$ cat src/rtl/hsvrgb_pkg.sv
// Shared constants, types and beat formats of the HSV to RGB converter.
package hsvrgb_pkg;

  localparam int HUE_FRAC_BITS = 6;
  localparam int HUE_W         = 15;
  localparam int CH_W          = 8;
  localparam int HUE_EXT_W     = 17;
  localparam int VS_W          = 2 * CH_W;
  localparam int CHN_W         = VS_W + 1;
  localparam int Q_SHIFT       = 9;
  localparam int QREM_W        = 10;
  localparam int N_STAGE       = 5;

  localparam logic [HUE_EXT_W-1:0] SEXTANT_SPAN = HUE_EXT_W'(60 << HUE_FRAC_BITS);
  localparam logic [HUE_EXT_W-1:0] HUE_LIMIT    = HUE_EXT_W'(360 << HUE_FRAC_BITS);

  // Span is 15 << (frac + 2), so the rounding divide is a shift and a divide by 15
  localparam int T_W         = $clog2((60 << HUE_FRAC_BITS) + 1);
  localparam int PROD_W      = CH_W + T_W;
  localparam int RAMP_SHIFT  = HUE_FRAC_BITS + 2;
  localparam int Y_W         = PROD_W - RAMP_SHIFT;
  localparam int RECIP_W     = 12;
  localparam int RECIP_SHIFT = 15;
  localparam logic [RECIP_W-1:0] RECIP_15 = RECIP_W'(2185);

  localparam logic [CHN_W-1:0]  MAX_LEVEL  = CHN_W'(255);
  localparam logic [QREM_W-1:0] CHROMA_DIV = QREM_W'(510);
  localparam logic [CH_W-1:0]   WHITE      = CH_W'(8'hff);

  typedef enum logic [2:0] {
    SEXT_RY = 3'd0,
    SEXT_YG = 3'd1,
    SEXT_GC = 3'd2,
    SEXT_CB = 3'd3,
    SEXT_BM = 3'd4,
    SEXT_MR = 3'd5
  } sextant_t;

  typedef struct packed {
    logic [N_STAGE-1:0] load;
  } pipe_ctl_t;

  typedef struct packed {
    logic            oor;
    sextant_t        sext;
    logic [CH_W-1:0] chroma;
    logic [T_W-1:0]  t;
    logic [CH_W-1:0] val;
  } chroma_beat_t;

  typedef struct packed {
    logic            oor;
    sextant_t        sext;
    logic [CH_W-1:0] chroma;
    logic [CH_W-1:0] base;
    logic [CH_W-1:0] ramp;
  } ramp_beat_t;

endpackage

$ cat src/rtl/hsvrgb_ctrl.sv
// Valid bits and per-stage load enables of the conversion pipeline.
module hsvrgb_ctrl
  import hsvrgb_pkg::*;
(
  input  logic      clk,
  input  logic      rst_n,
  input  logic      in_valid,
  input  logic      out_stall,
  output logic      in_stall,
  output logic      out_valid,
  output pipe_ctl_t ctl
);

  logic [N_STAGE-1:0] valid_r;
  logic [N_STAGE-1:0] valid_nxt;
  logic [N_STAGE-1:0] load;

  // A stage loads when it is empty or its contents move on; bubbles collapse
  always_comb begin
    load[N_STAGE-1] = !valid_r[N_STAGE-1] || !out_stall;
    for (int i = N_STAGE - 2; i >= 0; i--) begin
      load[i] = !valid_r[i] || load[i+1];
    end
    valid_nxt[0] = load[0] ? in_valid : valid_r[0];
    for (int i = 1; i < N_STAGE; i++) begin
      valid_nxt[i] = load[i] ? valid_r[i-1] : valid_r[i];
    end
  end

  always_ff @(posedge clk) begin
    if (!rst_n) begin
      valid_r <= '0;
    end else begin
      valid_r <= valid_nxt;
    end
  end

  assign ctl.load  = load;
  assign in_stall  = !load[0];
  assign out_valid = valid_r[N_STAGE-1];

endmodule

$ cat src/rtl/hsvrgb_chroma.sv
// Stages one and two: hue sextant split, V*S product and chroma rounding.
module hsvrgb_chroma
  import hsvrgb_pkg::*;
(
  input  logic             clk,
  input  pipe_ctl_t        ctl,
  input  logic [HUE_W-1:0] in_hue,
  input  logic [CH_W-1:0]  in_saturation,
  input  logic [CH_W-1:0]  in_brightness,
  output chroma_beat_t     beat
);

  logic [HUE_EXT_W-1:0] hue_ext;
  logic [HUE_EXT_W-1:0] base_sel;
  sextant_t             sext_nxt;

  logic                 s1_oor_r;
  sextant_t             s1_sext_r;
  logic [T_W-1:0]       s1_rem_r;
  logic [VS_W-1:0]      s1_vs_r;
  logic [CH_W-1:0]      s1_val_r;

  logic [CHN_W-1:0]     num;
  logic [CH_W-1:0]      q0;
  logic [QREM_W-1:0]    qrem;
  chroma_beat_t         beat_nxt;
  chroma_beat_t         beat_r;

  // Sextant by compare against the five boundaries
  always_comb begin
    hue_ext  = HUE_EXT_W'(in_hue);
    sext_nxt = SEXT_RY;
    base_sel = '0;
    for (int k = 1; k < 6; k++) begin
      if (hue_ext >= HUE_EXT_W'(k) * SEXTANT_SPAN) begin
        sext_nxt = sextant_t'(3'(k));
        base_sel = HUE_EXT_W'(k) * SEXTANT_SPAN;
      end
    end
  end

  always_ff @(posedge clk) begin
    if (ctl.load[0]) begin
      s1_oor_r  <= hue_ext >= HUE_LIMIT;
      s1_sext_r <= sext_nxt;
      s1_rem_r  <= T_W'(hue_ext - base_sel);
      s1_vs_r   <= VS_W'(in_brightness) * VS_W'(in_saturation);
      s1_val_r  <= in_brightness;
    end
  end

  // Round(vs/255) = (2*vs+255)/510: divide by 512, then one correction step
  always_comb begin
    num  = CHN_W'({s1_vs_r, 1'b0}) + MAX_LEVEL;
    q0   = num[CHN_W-1:Q_SHIFT];
    qrem = QREM_W'(num[Q_SHIFT-1:0]) + QREM_W'({q0, 1'b0});
    beat_nxt.oor    = s1_oor_r;
    beat_nxt.sext   = s1_sext_r;
    beat_nxt.chroma = (qrem >= CHROMA_DIV) ? q0 + CH_W'(1) : q0;
    beat_nxt.t      = s1_sext_r[0] ? T_W'(SEXTANT_SPAN) - s1_rem_r : s1_rem_r;
    beat_nxt.val    = s1_val_r;
  end

  always_ff @(posedge clk) begin
    if (ctl.load[1]) begin
      beat_r <= beat_nxt;
    end
  end

  assign beat = beat_r;

endmodule

$ cat src/rtl/hsvrgb_ramp.sv
// Stages three and four: C*t product, base level and rounded ramp value.
module hsvrgb_ramp
  import hsvrgb_pkg::*;
(
  input  logic         clk,
  input  pipe_ctl_t    ctl,
  input  chroma_beat_t in_beat,
  output ramp_beat_t   beat
);

  logic                s3_oor_r;
  sextant_t            s3_sext_r;
  logic [CH_W-1:0]     s3_chroma_r;
  logic [CH_W-1:0]     s3_base_r;
  logic [PROD_W-1:0]   s3_ct_r;

  logic [PROD_W-1:0]            rounded;
  logic [Y_W-1:0]               coarse;
  logic [Y_W+RECIP_W-1:0]       recip_prod;
  ramp_beat_t                   beat_nxt;
  ramp_beat_t                   beat_r;

  always_ff @(posedge clk) begin
    if (ctl.load[2]) begin
      s3_oor_r    <= in_beat.oor;
      s3_sext_r   <= in_beat.sext;
      s3_chroma_r <= in_beat.chroma;
      s3_base_r   <= in_beat.val - in_beat.chroma;
      s3_ct_r     <= PROD_W'(in_beat.chroma) * PROD_W'(in_beat.t);
    end
  end

  // Add half a span, drop the power-of-two part, divide the rest by 15
  always_comb begin
    rounded    = s3_ct_r + PROD_W'(SEXTANT_SPAN >> 1);
    coarse     = rounded[PROD_W-1 -: Y_W];
    recip_prod = (Y_W + RECIP_W)'(coarse) * (Y_W + RECIP_W)'(RECIP_15);
    beat_nxt.oor    = s3_oor_r;
    beat_nxt.sext   = s3_sext_r;
    beat_nxt.chroma = s3_chroma_r;
    beat_nxt.base   = s3_base_r;
    beat_nxt.ramp   = recip_prod[RECIP_SHIFT +: CH_W];
  end

  always_ff @(posedge clk) begin
    if (ctl.load[3]) begin
      beat_r <= beat_nxt;
    end
  end

  assign beat = beat_r;

endmodule

$ cat src/rtl/hsv_to_rgb_convert_unit.sv
// Top level of the HSV to RGB converter: pipeline, channel placement, output register.
// Converts one HSV pixel per clock to 8-bit RGB. Hue is unsigned degrees with six
// fraction bits; saturation and brightness run 0..255 for 0.0..1.0. A pixel passes
// through five register stages on its way to out_valid (sextant split and V*S multiply,
// chroma rounding, C*t multiply, divide-by-span, channel placement), the first of
// which loads at the edge that accepts it.
// A new pixel is accepted every cycle unless the output is stalled and every stage is
// full; empty stages are filled even while the output waits. A hue of 360 degrees or
// more gives white with out_out_of_range set.
module hsv_to_rgb_convert_unit
  import hsvrgb_pkg::*;
(
  input  logic             clk,
  input  logic             rst_n,
  input  logic             in_valid,
  output logic             in_stall,
  input  logic [HUE_W-1:0] in_hue,
  input  logic [CH_W-1:0]  in_saturation,
  input  logic [CH_W-1:0]  in_brightness,
  output logic             out_valid,
  input  logic             out_stall,
  output logic [CH_W-1:0]  out_red,
  output logic [CH_W-1:0]  out_green,
  output logic [CH_W-1:0]  out_blue,
  output logic             out_out_of_range
);

  pipe_ctl_t       ctl;
  chroma_beat_t    chroma_beat;
  ramp_beat_t      ramp_beat;

  logic [CH_W-1:0] top;
  logic [CH_W-1:0] mid;
  logic [CH_W-1:0] red_nxt;
  logic [CH_W-1:0] green_nxt;
  logic [CH_W-1:0] blue_nxt;
  logic [CH_W-1:0] red_r;
  logic [CH_W-1:0] green_r;
  logic [CH_W-1:0] blue_r;
  logic            oor_r;

  hsvrgb_ctrl u_ctrl (
    .clk       (clk),
    .rst_n     (rst_n),
    .in_valid  (in_valid),
    .out_stall (out_stall),
    .in_stall  (in_stall),
    .out_valid (out_valid),
    .ctl       (ctl)
  );

  hsvrgb_chroma u_chroma (
    .clk           (clk),
    .ctl           (ctl),
    .in_hue        (in_hue),
    .in_saturation (in_saturation),
    .in_brightness (in_brightness),
    .beat          (chroma_beat)
  );

  hsvrgb_ramp u_ramp (
    .clk     (clk),
    .ctl     (ctl),
    .in_beat (chroma_beat),
    .beat    (ramp_beat)
  );

  always_comb begin
    top = ramp_beat.base + ramp_beat.chroma;
    mid = ramp_beat.base + ramp_beat.ramp;
    unique case (ramp_beat.sext)
      SEXT_RY: begin
        red_nxt = top;            green_nxt = mid;            blue_nxt = ramp_beat.base;
      end
      SEXT_YG: begin
        red_nxt = mid;            green_nxt = top;            blue_nxt = ramp_beat.base;
      end
      SEXT_GC: begin
        red_nxt = ramp_beat.base; green_nxt = top;            blue_nxt = mid;
      end
      SEXT_CB: begin
        red_nxt = ramp_beat.base; green_nxt = mid;            blue_nxt = top;
      end
      SEXT_BM: begin
        red_nxt = mid;            green_nxt = ramp_beat.base; blue_nxt = top;
      end
      default: begin
        red_nxt = top;            green_nxt = ramp_beat.base; blue_nxt = mid;
      end
    endcase
    // Force white when hue is past the last sextant
    if (ramp_beat.oor) begin
      red_nxt   = WHITE;
      green_nxt = WHITE;
      blue_nxt  = WHITE;
    end
  end

  always_ff @(posedge clk) begin
    if (ctl.load[N_STAGE-1]) begin
      red_r   <= red_nxt;
      green_r <= green_nxt;
      blue_r  <= blue_nxt;
      oor_r   <= ramp_beat.oor;
    end
  end

  assign out_red          = red_r;
  assign out_green        = green_r;
  assign out_blue         = blue_r;
  assign out_out_of_range = oor_r;

endmodule

$ cat config.mk
export PLATFORM = sky130hd
export DESIGN_NAME = hsv_to_rgb_convert_unit
export DESIGN_NICKNAME = d
export VERILOG_FILES = /design/src/rtl/hsvrgb_pkg.sv /design/src/rtl/hsvrgb_ctrl.sv /design/src/rtl/hsvrgb_chroma.sv /design/src/rtl/hsvrgb_ramp.sv /design/src/rtl/hsv_to_rgb_convert_unit.sv
export SDC_FILE = /design/constraint.sdc
export NUM_CORES = 1
export LEC_CHECK = 0
export BUFFER_PORTS_ARGS = -buffer_cell sky130_fd_sc_hd__buf_4
export CORE_ASPECT_RATIO = 0.7
export CORE_MARGIN = 8
export CORE_UTILIZATION = 55
export DETAILED_ROUTE_END_ITERATION = 16
export PLACE_DENSITY = 0.72
export SLEW_MARGIN = 0
export SYNTH_ARGS = -nofsm -noshare
export SYNTH_HDL_FRONTEND = slang
export SYNTH_SLANG_ARGS = --single-unit
export TNS_END_PERCENT = 10
$ cat constraint.sdc
create_clock -name clk -period 12.4 [get_ports clk]
set_input_delay 2.48 -clock clk [delete_from_list [all_inputs] [get_ports clk]]
set_output_delay 2.48 -clock clk [all_outputs]
set_load 0.02 [all_outputs]
==> impl_results.md, run 1 <==
- Status: completed
- Nets: around 1700
- H-tree levels: 4
- Core area: approximately 25000 um^2
- Initial antenna violation count: 0
- Core Util, Final: 60.7%
- Share of layout cells above drive strength 1: 7.33%
- Total grt overflow: 0
- R2R Path End: u_ramp.s3_ct_r[19]$_DFFE_PP_
- Drt first pass iters: 5
- Final Hold Viols: 0
- Initial core utilization: 55.3%
- Worst hold path type: reg2reg
- CTS Hold Buffers Added: 0
- IO Pins: 62
- Crit path required time: 9.92 ns
- Synthesized cell area: around 14000 um^2
- Asr flop ratio synth: 0%
- Crit-path max FO: 41
- Count leader, synth: inv_1
- Sink Count: 163
- CP Class: in2out
- Largest net degree at the start of global routing: 42
- Crit-path max cell delay: roughly 0.74 ns
- Reg2Reg Setup Slack: 6.75 ns
- Synth Warn #: 0
- Max Root-Sink Buffers: 2
- Vias: 9409
- Hold Crit Start: u_ramp.s3_chroma_r[2]$_DFFE_PP_
- Cell taking the most area after synthesis: edfxtp_1
- Final WL: 27600 um
- Clk slew on worst S/H paths: 0.07 ns
- Final worst setup slack: about 5.8 ns
- Diode count: 0
- Vias in the first global route: 9699
- Startpoint types: input port
- CP Capture Type: output port
- Fin crit share: 53.0%
- Post-route minimum period: 6.58 ns
- DRC: 0
- Top_reg_cell synth: edfxtp_1
- Post-synthesis sequential area ratio: 34.5%
- Slew HR: 27.3%
- CP Data Arrival Time: 4.10 ns
- CP cell instances: buf_4 -> and3_1 -> and3_1 -> nand2_2 -> inv_1 -> buf_4
- Iter 0 DRT Violations: ~570
- Distinct cells, synth: around 60
- Clock Latency Late Sink: 0.44 ns
- Number of max-slew violations in the final report: 0
- Post-synth top cells: 207 x inv_1, 169 x ha_1, 158 x edfxtp_1
- Die X: 207 um
- Synth Area per Inst: 10.7 um^2
- Final setup violating endpoints: 0
- CTS tree: done
- Gr usage total: 18.7%
- Setup_tns: 0 ns
- Synth Instances: 1310
- Antenna viol nets, final: 0
- Die area: 31000 um^2
- Achievable Freq: 152 MHz
- RSZ-0062 raised after global routing: no
- Std-Cell Rows: 49
- Slew @ Worst Pin: 1.09 ns
- Syn nets: 1621
- #FFs+latches synth: 163
- Hold path endpoint: u_ramp.beat[18]$_DFFE_PP_
- Height of the die: 150 um
- # Post-CTS Setup Buffers: 0
- Resize count post-CTS: 0
- CTS Root Cell: clkbuf_16
- Port Buffers: between 60 and 70
- Post-DR vias/cell: 5.51
- Top cells by area, synth: edfxtp_1 34%, fa_1 15%, ha_1 15%
- Routed length per instance: 16.2 um
- Wire length of the first global-routing pass: 47600 um
- Number of flops mapped to enable cells by yosys: 158
- Final Skew: 0.0143 ns
- Worst r2r src: u_chroma.beat[27]$_DFFE_PP_
- Post-DP HPWL: 21900 um
- GP Congestion: 0.882
- Post-synth top area share: 33.8%
- R2r worst-path depth: 16
- Number of max-cap violations: 0
- CTS Buf Count: 17
- Area Overhead vs Synth: 9.75%
- Hold depth: 0
- Pre-CTS setup slack: 5.50 ns
- CP max-delay cell: nand2_2
## through the flow
stage | std cells | instance area [um^2] | hold WS [ns]
finish | 1709 | 15400 | 0.413
global route | 1709 | 15400 | 0.424
CTS | 1709 | 15400 | 0.418
detailed placement | 1677 | 14800 | 0.405
global placement | 1677 | 14800 | 0.400
floorplan | 1310 | 14000 | 0.400
## cell usage in the layout, fill, tap and decap left out, types with 4 or more instances in the layout
cell type	instances
nand2b_1	14
nand3_1	10
nand4_1	17
mux2i_1	7
nor2_1	35
inv_6	5
inv_8	4
or3_1	8
nor3_1	14
xnor2_1	64
nand2_1	83
o21ai_0	27
o41ai_1	4
nor4_1	5
a31oi_1	5
o21ai_1	9
a221oi_1	5
and3_1	11
buf_4	63
dfxtp_1	5
a211oi_1	8
fa_1	107
o31ai_1	4
a21o_1	17
nor2b_1	12
o21a_1	9
nor3b_1	6
o221ai_1	13
xor2_1	40
o21bai_1	6
ha_1	169
nand3b_1	4
inv_1	207
clkbuf_16	17
edfxtp_1	158
and2_1	107
a21oi_1	52
## logic make-up after synthesis
| family | after synthesis | synth area share, % |
|---|---|---|
| flip-flops | 163 | 34.5 |
| buffers and inverters | 235 | 6.34 |
| AO/OA/AOI/OAI | 187 | 8.92 |
| multiplexers | 8 | 0.579 |
| AND/OR/NAND/NOR | 337 | 12.9 |
| XOR/XNOR | 104 | 6.48 |
| adder cells (fa/ha/maj) | 276 | 30.3 |
## worst max-delay path: cells and delay by family
| kind | cells | cell delay (ns) |
|---|---|---|
| buffers and inverters | 3 | 0.46 |
| AND/OR/NAND/NOR | 3 | 1.15 |
## cell type report
cell class	count	area (um^2)
inverter	208	781
tap	331	414
fill	2119	9960
clock buffer	18	429
sequential	163	4840
clock inverter	14	161
multi-input combinational	912	8310
timing repair buffer	63	473
## routing by layer
metal | vias to the layer above | wire (um) | global-route usage (%) | share of wire [%]
met1 | 4549 | 13100 | 25.1 | 47
li1 | 4577 | - | - | -
met3 | 36 | 1290 | 3.18 | 4.7
met5 | - | 0 | 0 | 0
met4 | 0 | 452 | 5.77 | 1.6
met2 | 247 | 12800 | 31.0 | 46
## worst max path at each step
stage	slack [ns]	from	end	depth (start not counted)
2_1_floorplan	5.84	out_stall	in_stall	4
3_3_place_gp	5.54	in_brightness[1]	u_chroma.s1_vs_r[14]$_DFFE_PN_	15
3_5_place_dp	5.50	in_saturation[4]	u_chroma.s1_vs_r[14]$_DFFE_PN_	15
4_1_cts	5.77	out_stall	in_stall	6
5_1_grt	5.65	in_brightness[1]	u_chroma.s1_vs_r[14]$_DFFE_PN_	15
6_report	5.82	out_stall	in_stall	6
## flip-flops by register name, indices dropped and copies added, names as in the netlist
| signal | count |
|---|---|
| u_chroma.beat | 32 |
| u_ramp.beat | 28 |
| u_chroma.s1_vs_r | 16 |
| u_ramp.s3_ct_r | 13 |
| u_chroma.s1_rem_r | 12 |
| out_blue | 8 |
| out_green | 8 |
| out_red | 8 |
| u_chroma.s1_val_r | 8 |
| u_ramp.s3_base_r | 8 |
| u_ramp.s3_chroma_r | 8 |
| u_ctrl.valid_r | 5 |
| u_chroma.s1_sext_r | 3 |
| u_ramp.s3_sext_r | 3 |
| out_out_of_range | 1 |
| u_chroma.s1_oor_r | 1 |
| u_ramp.s3_oor_r | 1 |
Power of run 1 is left out: the tool's default activity adds up to more than one toggle a clock period on the data nets, which glitch-free logic cannot reach.
==> inputs of run 2 (changes only) <==
ABC_AREA = 1   (was not set)
PLACE_DENSITY = 0.75   (was 0.72)
clock period = 5.8 ns   (was 12.4 ns; I/O delays follow)
==> impl_results.md, run 2 <==
- Post-synth top area share: 31.6%
- Clk slew on worst S/H paths: 0.07 ns
- Crit-path max FO: 14
- Area Overhead vs Synth: 8.97%
- Final Hold Viols: 0
- Syn nets: 2062
- Crit-path max cell delay: approximately 0.76 ns
- GR Util met2: 31.8%
- Total grt overflow: 0
- Max Root-Sink Buffers: 2
- Wire length of the first global-routing pass: 53800 um
- Synth Area per Inst: ~8.6 um^2
- Post-synthesis sequential area ratio: between 30% and 40%
- Achievable Freq: 206 MHz
- Final setup violating endpoints: 0
- CTS Buf Count: 17
- FILL cells: 2270
- Post-synth top cells: 418 x inv_1, 418 x nand2_1, 169 x ha_1
- Most frequent cells in the layout: 418 x inv_1, 418 x nand2_1, 169 x ha_1, 158 x edfxtp_1, 107 x fa_1
- Number of max-cap violations: 0
- Startpoint types: flip-flop
- CTS Root Cell: clkbuf_16
- Final WL: about 32000 um
- Largest net degree at the start of global routing: around 40
- Clock Latency Late Sink: 0.43 ns
- Final Skew: 0.00783 ns
- Diode count: 0
- Post-route design area: about 16000 um^2
- Max reg flops: 32
- Top_reg_cell synth: edfxtp_1
- Synth Instances: ~1800
- Vias: approximately 11000
- DRC: 0
- GRT met3 Usage: 4.22%
- Status: completed
- Antenna viol nets, final: 0
- CP Capture Type: flip-flop
- Routed length per instance: approximately 15 um
- Worst hold path type: reg2reg
- Initial core utilization: 56.1%
- Met1 Track Usage GR: 27.6%
- Placed insts: 2141
- Drt first pass iters: 5
- H-tree levels: 4
- Cell taking the most area after synthesis: edfxtp_1
- IO Pins: 62
- Distinct cells, synth: 50
- # Post-CTS Setup Buffers: 0
- CTS tree: done
- #FFs+latches synth: ~160
- CP max-delay cell: edfxtp_1
- Die X: 214 um
- Crit path required time: approximately 6.0 ns
- CP cell instances: nand2_1 -> fa_1 -> fa_1 -> inv_1 -> fa_1 -> inv_1 -> fa_1 -> inv_1 -> ha_1 -> nand2_1 -> inv_1 -> a21oi_1 -> nor2_1 -> nor2_1 -> inv_1 -> o21ai_0 -> nand2_1 -> xor2_1
- Std-Cell Rows: 50
- Slew @ Worst Pin: 0.742 ns
- Synth Warn #: 0
- Nets: ~2100
- Post-DP HPWL: 25700 um
- CP Data Arrival Time: 5.02 ns
- Number of max-slew violations in the final report: 0
- GP Congestion: 0.930
- Initial antenna violation count: 0
- Core area: around 27000 um^2
- Top cells by area, synth: edfxtp_1 32%, fa_1 14%, ha_1 14%
- Synthesized cell area: between 15000 and 20000 um^2
- CP Class: reg2reg
- Share of layout cells above drive strength 1: around 7%
- Area after DPL: 15800 um^2
- Post-route minimum period: 4.85 ns
- Die area: 33000 um^2
- Asr flop ratio synth: 0%
- Non-Filler Instances: around 2200
- Resize count post-CTS: 0
- Slew HR: approximately half
- Port Buffers: 61
- Fin crit share: between 80% and 90%
- Sink Count: 163
- Gr usage total: 19.9%
- GRT busiest layer: met2
- RSZ-0062 raised after global routing: no
- CP dominant cell by count: inv_1
- Post-DR vias/cell: 5.15
- Height of the die: 154 um
- CTS Hold Buffers Added: 0
- Number of flops mapped to enable cells by yosys: 158
- Vias in the first global route: ~11000
- Iter 0 DRT Violations: 805
- Setup_tns: 0 ns
run 2: worst paths after layout:
check                                     start                      endpoint  slack (ns)  depth (start not counted)
setup / recovery    u_chroma.beat[27]$_DFFE_PP_  u_ramp.s3_ct_r[16]$_DFFE_PP_        0.95                         18
hold / removal    u_ramp.s3_base_r[2]$_DFFE_PP_     u_ramp.beat[10]$_DFFE_PP_        0.42                          0
setup reg to reg    u_chroma.beat[27]$_DFFE_PP_  u_ramp.s3_ct_r[16]$_DFFE_PP_        0.95                         18
hold reg to reg   u_ramp.s3_base_r[2]$_DFFE_PP_     u_ramp.beat[10]$_DFFE_PP_        0.42                          0
run 2: logic make-up after synthesis:
| group | after synthesis | share of synthesized area [%] |
|---|---|---|
| and+or+nand+nor | 630 | 17.6 |
| buffers and inverters | 461 | 11.7 |
| adders and majority gates | 276 | 28.3 |
| DFF | 163 | 32.2 |
| AOI/OAI and AO/OA | 145 | 5.63 |
| xor gates and xnor gates | 76 | 4.57 |
run 2: per-layer routing:
layer  up-vias  routed length (um)
li1       5579                   -
met1      5201               14700
met2       368               14100
met3        36                2380
met4         0                 382
met5         -                   0
run 2: stage by stage:
step | hold WS (ns) | worst slack [ns] | utilization (%)
after floorplan | 0.400 | 0.193 | -
after global placement | 0.404 | 0.652 | 59.0
after detailed placement | 0.405 | 0.556 | 59.0
after CTS | 0.421 | 0.924 | 61.2
after global routing | 0.427 | 0.622 | 61.2
final | 0.420 | 0.946 | 61.2
run 2: final cells by class:
type / instances / area, um^2 / share of cell area, %
Multi-Input combinational cell: 1127 / 8430 / 51.5
Sequential cell: 163 / 4840 / 29.6
Inverter: 421 / 1580 / 9.65
Timing Repair Buffer: 66 / 495 / 3.02
Tap cell: 364 / 455 / 2.78
Clock buffer: 19 / 433 / 2.64
Clock inverter: 13 / 139 / 0.848
run 2: worst max-delay path, delay by kind of cell, from the launching register on:
kind | cells | cell delay [ns]
xor gates and xnor gates | 1 | 0.17
AOI/OAI and AO/OA | 2 | 0.37
buffers and inverters | 5 | 0.26
adders and majority gates | 5 | 2.51
and+or+nand+nor | 5 | 0.50
DFF | 1 | 0.76
Power of run 2 is left out for the same reason.
==> inputs of run 3 (changes only) <==
PLACE_DENSITY = 0.72   (was 0.75)
clock period = 5.05 ns   (was 5.8 ns; I/O delays follow)
==> impl_results.md, run 3 (synthesis gave the netlist of run 2 again) <==
- Post-DP HPWL: approximately 26000 um
- CTS Hold Buffers Added: 0
- Met1 wire length: 15100 um
- Worst hold slack: 0.418 ns
- Slew HR: approximately 44%
- Std-Cell Rows: 50
- Post-DR vias/cell: 5.18
- CP Class: reg2reg
- GP Congestion: 0.899
- Drt first pass iters: 5
- DRC: 0
- Register area: between 4000 and 5000 um^2
- Nets: 2116
- CP Launch Point: u_chroma.beat[25]$_DFFE_PP_
- Clk slew on worst S/H paths: 0.07 ns
- Worst r2r src: u_chroma.beat[25]$_DFFE_PP_
- Clock Latency Late Sink: 0.44 ns
- Diode count: 0
- Most frequent cells in the layout: 418 x nand2_1, 416 x inv_1, 169 x ha_1, 158 x edfxtp_1, 107 x fa_1
- Final Skew: 0.00674 ns
- Core Util, Final: between 60% and 70%
- DR WL met3: 2470 um
- Pre-CTS setup slack: -0.00699 ns
- Fin crit share: 94.7%
- Post-route minimum period: ~4.8 ns
- # Post-CTS Setup Buffers: 0
- Achievable Freq: 209 MHz
- Area Overhead vs Synth: 9.43%
- CTS Buf Count: 17
- R2r worst-path depth: 18
- Worst hold path type: reg2reg
- CP Data Arrival Time: 4.96 ns
- CP Capture Type: flip-flop
- Total grt overflow: 0
- CTS tree: done
- CP dominant cell by count: inv_1
- Die area: 33000 um^2
- Antenna viol nets, final: 0
- Final worst setup slack: 0.266 ns
- Buf/Inv on CP: 5
- Iter 0 DRT Violations: 776
- Share of layout cells above drive strength 1: 7.65%
- FILL cells: 2282
- Final WL: about 32000 um
- H-tree levels: 4
- Status: completed
- Max Root-Sink Buffers: 2
- Number of max-slew violations in the final report: 0
- Non-Filler Instances: 2182
- CP max-delay cell: edfxtp_1
- Max reg flops: 32
- Initial antenna violation count: 0
- Final setup violating endpoints: 0
- Die X: 214 um
- Initial core utilization: 56.1%
- Wire length of the first global-routing pass: 53900 um
- R2R Path End: u_ramp.s3_ct_r[16]$_DFFE_PP_
- Critical Path End: u_ramp.s3_ct_r[16]$_DFFE_PP_
- Vias: 11300
- Family with the most delay on the worst path: adder cells
- Slew @ Worst Pin: 0.843 ns
- Number of max-cap violations: 0
- IO Pins: 62
- Crit path required time: 5.22 ns
- Top Layer Used: met4
- Sink Count: 163
- CP cell instances: nand2_1 -> fa_1 -> fa_1 -> inv_1 -> fa_1 -> inv_1 -> fa_1 -> inv_1 -> ha_1 -> nand2_1 -> inv_1 -> a21oi_1 -> nor2_1 -> nor2_1 -> inv_1 -> o21ai_0 -> nand2_1 -> xor2_1
- Commonest non-fill, non-tap cell in the layout: nand2_1
- Gr usage total: 20.0%
- Largest net degree at the start of global routing: 41
- Vias in the first global route: around 11000
- Port Buffers: 61
- Crit-path max cell delay: 0.78 ns
- Core area: 26800 um^2
- Multi-input logic area: 8440 um^2
- Critical path depth: 18
- Crit-path max FO: 14
- Placed insts: 2150
- Startpoint types: flip-flop
- RSZ-0062 raised after global routing: no
- Routed length per instance: 14.7 um
- Reg2Reg Setup Slack: 0.27 ns
- Final Hold Viols: 0
- Height of the die: 154 um
- Routed wl met2: about 14000 um
- CTS Root Cell: clkbuf_16
-- run 3: changes by cell type in the layout (fill, tap and decap cells not counted), sizes merged --
cell | before | now
clkbuf | 19 | 17
buf | 66 | 75
clkinv | 3 | 7
bufinv | 1 | 0
inv | 427 | 426
-- run 3: repair_timing --
| item | 4_1_cts | 5_1_grt |
|---|---|---|
| setup endpoints to repair | 0 | 1 |
| hold endpoints to repair | 0 | 0 |
| resized for setup | 0 | 1 |
-- run 3: cell type report --
cell class | count | area share, %
Timing Repair Buffer | 75 | 3.42
Sequential cell | 163 | 29.4
Multi-Input combinational cell | 1127 | 51.3
Inverter | 421 | 9.65
Clock buffer | 17 | 2.59
Tap cell | 364 | 2.77
Clock inverter | 15 | 0.837
-- run 3: through the flow --
step,TNS (ns),instance area [um^2]
2_1_floorplan,0,15000
3_3_place_gp,0,15900
3_5_place_dp,-0.00699,15900
4_1_cts,0,16500
5_1_grt,0,16500
6_report,0,16500
-- run 3: metal layers --
metal	up-vias	GRT usage, %
li1	5605	-
met1	5280	28.1
met2	384	31.8
met3	27	4.22
met4	0	4.10
met5	-	0
-- run 3: how the worst min path moves through the flow --
stage | slack [ns] | end | cells after the start | start
after floorplan | 0.40 | u_chroma.beat[0]$_DFFE_PP_ | 0 | u_chroma.s1_val_r[0]$_DFFE_PN_
after global placement | 0.40 | u_chroma.beat[7]$_DFFE_PP_ | 0 | u_chroma.s1_val_r[7]$_DFFE_PN_
after detailed placement | 0.40 | u_chroma.beat[29]$_DFFE_PP_ | 0 | u_chroma.s1_sext_r[1]$_SDFFCE_PP0N_
after CTS | 0.42 | u_chroma.beat[29]$_DFFE_PP_ | 0 | u_chroma.s1_sext_r[1]$_SDFFCE_PP0N_
after global routing | 0.42 | u_chroma.beat[6]$_DFFE_PP_ | 0 | u_chroma.s1_val_r[6]$_DFFE_PN_
final | 0.42 | u_chroma.beat[30]$_DFFE_PP_ | 0 | u_chroma.s1_sext_r[2]$_SDFFCE_PP1N_
Power of run 3 is left out for the same reason.
